File: config.mk
export PLATFORM = sky130hd
export DESIGN_NAME = fmwl_ctrl
export DESIGN_NICKNAME = d
export VERILOG_FILES = /design/src/fmwl_pkg.sv /design/src/fmwl_ctrl.sv
export SDC_FILE = /design/constraint.sdc
export NUM_CORES = 1
export LEC_CHECK = 0
export BUFFER_PORTS_ARGS = -buffer_cell sky130_fd_sc_hd__buf_4
export CAP_MARGIN = 10
export CORE_AREA = 2 2 39 41
export DETAILED_ROUTE_END_ITERATION = 7
export DIE_AREA = 0 0 41 43
export PLACE_DENSITY_LB_ADDON = 0.25
export SETUP_SLACK_MARGIN = 0.3
export SLEW_MARGIN = 10
export SYNTH_ARGS = -nofsm -noshare
export SYNTH_HDL_FRONTEND = slang
export SYNTH_SLANG_ARGS = --single-unit
File: constraint.sdc
create_clock -name clk -period 1.8 [get_ports clk]
set_input_delay 0.09 -clock clk [delete_from_list [all_inputs] [get_ports clk]]
set_output_delay 0.09 -clock clk [all_outputs]
set_load 0.02 [all_outputs]
File: src/fmwl_pkg.sv
// Shared constants, types and codes of the field-map window lookup block.
package fmwl_pkg;

	localparam int TABLE_DEPTH = 8192;
	localparam int ADDR_W = $clog2(TABLE_DEPTH);
	localparam int CNT_W = $clog2(TABLE_DEPTH + 1);

	localparam int POS_W = 20;
	localparam int FLD_W = 21;
	localparam int SLOT_W = 13;
	localparam int TOL_W = 19;
	localparam int ECNT_W = 14;
	localparam int CFG_IDX_W = 3;
	localparam int CFG_DATA_W = 20;

	typedef enum logic {
		OP_LOAD = 1'b0,
		OP_QUERY = 1'b1
	} op_t;

	typedef enum logic [CFG_IDX_W-1:0] {
		REG_TOLERANCE = 3'd0,
		REG_ENTRY_COUNT = 3'd1,
		REG_BOX_MIN_X = 3'd2,
		REG_BOX_MAX_X = 3'd3,
		REG_BOX_MIN_Y = 3'd4,
		REG_BOX_MAX_Y = 3'd5,
		REG_BOX_MIN_Z = 3'd6,
		REG_BOX_MAX_Z = 3'd7
	} cfg_reg_t;

	typedef enum logic [1:0] {
		ST_IDLE,
		ST_SCAN,
		ST_RESULT
	} state_t;

	// Input transfer payload, last declared field in the lowest bits.
	typedef struct packed {
		logic signed [FLD_W-1:0] load_bz;
		logic signed [FLD_W-1:0] load_by;
		logic signed [FLD_W-1:0] load_bx;
		logic signed [POS_W-1:0] coord_z;
		logic signed [POS_W-1:0] coord_y;
		logic signed [POS_W-1:0] coord_x;
		logic [SLOT_W-1:0] entry_index;
	} in_data_t;

	// Output transfer payload, padded to whole bytes.
	typedef struct packed {
		logic [3:0] pad;
		logic [SLOT_W-1:0] match_slot;
		logic signed [FLD_W-1:0] field_z;
		logic signed [FLD_W-1:0] field_y;
		logic signed [FLD_W-1:0] field_x;
	} out_data_t;

	// One table entry as stored in the RAM.
	typedef struct packed {
		logic signed [FLD_W-1:0] fz;
		logic signed [FLD_W-1:0] fy;
		logic signed [FLD_W-1:0] fx;
		logic signed [POS_W-1:0] pz;
		logic signed [POS_W-1:0] py;
		logic signed [POS_W-1:0] px;
	} entry_t;

	typedef struct packed {
		logic load_we;
		logic start;
		logic issue;
		logic capture;
		logic push;
	} cmd_t;

	typedef struct packed {
		logic in_box;
		logic lim_zero;
		logic issue_done;
		logic pend;
		logic hit;
		logic out_free;
	} sts_t;

endpackage

File: src/fmwl_ctrl.sv
// Controller state machine: sequences loads, table scans and result hand-off.
module fmwl_ctrl (
	input  logic            clk,
	input  logic            arst_n,
	input  logic            s_tvalid,
	input  logic            s_tuser,
	output logic            s_tready,
	input  fmwl_pkg::sts_t  sts,
	output fmwl_pkg::cmd_t  cmd
);

	fmwl_pkg::state_t state_q, state_nxt;
	fmwl_pkg::op_t op;

	assign op = fmwl_pkg::op_t'(s_tuser);

	always_ff @(posedge clk or negedge arst_n) begin
		if (!arst_n) begin
			state_q <= fmwl_pkg::ST_IDLE;
		end else begin
			state_q <= state_nxt;
		end
	end

	always_comb begin
		state_nxt = state_q;
		unique case (state_q)
			fmwl_pkg::ST_IDLE: begin
				if (s_tvalid && op == fmwl_pkg::OP_QUERY) begin
					state_nxt = (sts.in_box && !sts.lim_zero) ? fmwl_pkg::ST_SCAN
						: fmwl_pkg::ST_RESULT;
				end
			end
			fmwl_pkg::ST_SCAN: begin
				if (sts.hit || (sts.issue_done && !sts.pend)) begin
					state_nxt = fmwl_pkg::ST_RESULT;
				end
			end
			fmwl_pkg::ST_RESULT: begin
				if (sts.out_free) begin
					state_nxt = fmwl_pkg::ST_IDLE;
				end
			end
			default: state_nxt = fmwl_pkg::ST_IDLE;
		endcase
	end

	always_comb begin
		s_tready = 1'b0;
		cmd = '0;
		unique case (state_q)
			fmwl_pkg::ST_IDLE: begin
				s_tready = 1'b1;
				cmd.load_we = s_tvalid && op == fmwl_pkg::OP_LOAD;
				cmd.start = s_tvalid && op == fmwl_pkg::OP_QUERY;
			end
			fmwl_pkg::ST_SCAN: begin
				cmd.issue = !sts.issue_done && !sts.hit;
				cmd.capture = sts.hit;
			end
			fmwl_pkg::ST_RESULT: begin
				cmd.push = sts.out_free;
			end
			default: begin
				s_tready = 1'b0;
			end
		endcase
	end

	// A query outside the box or with nothing to scan goes straight to the result.
	assert property (@(posedge clk) disable iff (!arst_n)
		(state_q == fmwl_pkg::ST_IDLE && cmd.start && (!sts.in_box || sts.lim_zero))
		|=> state_q == fmwl_pkg::ST_RESULT)
		else $error("query without scan did not go to result");

	// The scan never leaves with a read still in flight unless it hit.
	assert property (@(posedge clk) disable iff (!arst_n)
		(state_q == fmwl_pkg::ST_SCAN && state_nxt == fmwl_pkg::ST_RESULT)
		|-> (sts.hit || !sts.pend))
		else $error("scan ended with a pending read");

	// A new item is only taken while no query is in progress.
	assert property (@(posedge clk) disable iff (!arst_n)
		(cmd.load_we || cmd.start) |-> $past(state_nxt) == fmwl_pkg::ST_IDLE)
		else $error("item accepted during a query");

endmodule

==> impl_metrics.env <==
export IMPL_fin_crit_ns=1.236
export IMPL_p_switching_mw=0.07179
export IMPL_layout_common_cells="buf_4, clkbuf_4"
export IMPL_cts_setup_buffers=0
export IMPL_drive_gt1_share_pct=58.97
export IMPL_utilization_pct=23.78
export IMPL_fin_worst_skew_ns=0.003523
export IMPL_cp_required_ns=1.71
export IMPL_worstMarginPinSlew_ns=0.2454
export IMPL_critPathLaunchType="register"
export IMPL_slowest_delay_ns=0.40
export IMPL_cts_tree="done"
export IMPL_start_util_pct=11.84
export IMPL_fmax_ghz=0.8093
export IMPL_place_inst=51
export IMPL_leakage_nw=0.1667
export IMPL_fin_setup_tns_ns=0
export IMPL_clock_sinks=2
export IMPL_place_gp_congestion=0.5989
export IMPL_vias=208
export IMPL_end_kind="output port"
export IMPL_grt_max_degree=5
export IMPL_largest_register="state_q"
export IMPL_critPathTopFamily="flip-flops"
export IMPL_place_area_um2=296.5
export IMPL_worstReg2RegStart="state_q[0]$_DFFE_PN0P_"
export IMPL_hold_path_class="input port to register"
export IMPL_grt_pass1_vias=172
export IMPL_ir_worst_vdd_uv=278.8
export IMPL_path_cells="nor2b_2 > nand2b_2 > nor2_2 > buf_4"
export IMPL_antenna_left=0
export IMPL_antenna_found_initial=0
export IMPL_syn_inst=20
export IMPL_final_common_cell="buf_4"
export IMPL_arrival_ns=1.15
export IMPL_dp_hpwl_um=379
export IMPL_swShare_pct=30.56
export IMPL_timing_rr_end="state_q[1]$_DFFE_PN0P_"
export IMPL_maxSlewHeadroom_pct=83.38
export IMPL_die_w_um=41
export IMPL_die_area_mm2=0.001763
export IMPL_largest_register_ffs=2
export IMPL_hold_violations=0
export IMPL_grtUsageMet3_pct=3.141
export IMPL_crit_type="register to output port"
export IMPL_ys_warnings_count=0
export IMPL_track_usage_pct=5.817
export IMPL_io_buffers=15
export IMPL_num_rows=14
export IMPL_cp_depth=4
export IMPL_rsz0062_at_grt="no"
export IMPL_synth_seq_cells=2
export IMPL_powerDensity_mw_per_mm2=714.0
export IMPL_num_antenna_cells=0
export IMPL_grt_busiest_layer="met2"
export IMPL_postLayoutCellArea_um2=329.1
export IMPL_clockBufferDepth=2
export IMPL_p_comb_share_pct=32.5
export IMPL_min_to="state_q[1]$_DFFE_PN0P_"
export IMPL_grtUsageMet1_pct=5.769
export IMPL_htree_num_levels=1
export IMPL_root_buffer="clkbuf_4"
export IMPL_grt_use_met2_pct=7.813
export IMPL_yosysSeqAreaShare_pct=30.53
export IMPL_synth_nets=30
export IMPL_avgSynthCellArea_um2=8.195
export IMPL_drv_cap=0
export IMPL_cp_max_fo=4
export IMPL_areaGrowthSynthToFinish_pct=100.8
export IMPL_cts_clk_slew_worst_paths_ns=0.03
export IMPL_die_y_um=43
export IMPL_numCtsBuffers=3
export IMPL_crit_buf_inv=1
export IMPL_grt_pass1_wl_um=634
export IMPL_nNetsFinal=51
export IMPL_clock_power_share_pct=42.9
export IMPL_top_regs="state_q: 2 flops"
export IMPL_drt_iter0_markers=0
export IMPL_post_route_drc_count=0
export IMPL_grt_overflow_total=0
export IMPL_post_drt_wl_per_cell_um=8.109
export IMPL_setup_viol=0
export IMPL_drt_first_pass_iters=1
export IMPL_r2r_cells=3
export IMPL_num_io_pins=16
export IMPL_internal_power_mw=0.1632
export IMPL_seq_power_share_pct=24.6
export IMPL_clk_latency_ns=0.23
export IMPL_netlist_area_um2=163.9
export IMPL_synth_cell_types=16
export IMPL_n_fill_cell=156
export IMPL_coreArea_mm2=0.001384
export IMPL_slowest_stage="dfrtp_1"
export IMPL_min_path_cells=2
export IMPL_viasPerCell=3.782
export IMPL_slew_violations=0
export IMPL_status="complete, no violations"
export IMPL_r2r_slack_ns=0.84
export IMPL_fin_cells=55
export IMPL_finalCritPeriodShare_pct=68.65
export IMPL_wl_um=446
export IMPL_hold_start="sts[0]"
==> area by class of cell <==
| class | instances | area [um2] | share of cell area, % |
|---|---|---|---|
| Multi-Input combinational cell | 16 | 106.4 | 32.32 |
| Inverter | 2 | 7.507 | 2.281 |
| Sequential cell | 2 | 50.05 | 15.21 |
| Timing Repair Buffer | 16 | 122.6 | 37.26 |
| Tap cell | 16 | 20.02 | 6.084 |
| Clock buffer | 3 | 22.52 | 6.844 |
==> power by group through the flow <==
stage / Sequential (mW) / Clock (mW) / Combinational [mW]
final: 0.0577 / 0.101 / 0.0764
after global routing: 0.0583 / 0.113 / 0.0831
after CTS: 0.0577 / 0.104 / 0.0776
after detailed placement: 0.0582 / 0 / 0.0758
after global placement: 0.0584 / 0 / 0.0761
after floorplan: 0.0572 / 0 / 0.0384
==> per-stage QoR <==
stage	setup WS, ns	hold WS, ns	power [mW]
after global placement	0.7843	-0.1266	0.1345
after floorplan	0.7431	-0.2056	0.09556
after CTS	0.5452	0.07741	0.2394
after global routing	0.4756	0.07920	0.2546
after detailed placement	0.7854	-0.1255	0.1339
final	0.5643	0.07743	0.2349
==> cell usage after synthesis <==
library cell | count | area (um2)
and2_1 | 1 | 6.260
dfrtp_1 | 2 | 50.05
inv_1 | 2 | 7.510
nand2_1 | 2 | 7.510
nand2b_1 | 1 | 6.260
nand2b_2 | 1 | 8.760
nand3_1 | 1 | 5.000
nand4_1 | 1 | 6.260
nor2_1 | 2 | 7.510
nor2_2 | 1 | 6.260
nor2_4 | 1 | 11.26
nor2b_1 | 1 | 6.260
nor2b_2 | 1 | 8.760
o21ai_0 | 1 | 5.000
o22ai_2 | 1 | 12.51
o311ai_1 | 1 | 8.760
==> routing by layer <==
layer,routed length (um),vias up
li1,-,109
met1,183,82
met2,184,15
met3,59,2
met4,18,0
met5,0,-
==> worst max-delay path by stage <==
stage | startpoint | end | slack [ns]
6_report | state_q[0]$_DFFE_PN0P_ | cmd[2] | 0.56
5_1_grt | state_q[0]$_DFFE_PN0P_ | cmd[2] | 0.48
4_1_cts | state_q[0]$_DFFE_PN0P_ | cmd[2] | 0.55
3_5_place_dp | state_q[0]$_DFFE_PN0P_ | cmd[2] | 0.79
3_3_place_gp | state_q[0]$_DFFE_PN0P_ | cmd[2] | 0.78
2_1_floorplan | state_q[0]$_DFFE_PN0P_ | cmd[4] | 0.74
==> cell families (layout without fill, tap and decap cells) <==
group,after synthesis,in the layout,synth area share [%]
AND/OR/NAND/NOR,13,13,48.87
AO/OA/AOI/OAI,3,3,16.03
flip-flops,2,2,30.54
buffers and inverters,2,21,4.582
==> repair_timing <==
action,CTS,global route
gates resized for setup,0,0
hold buffers,1,0
endpoints found under the hold margin,2,0
(Power assumes the default switching activity.)
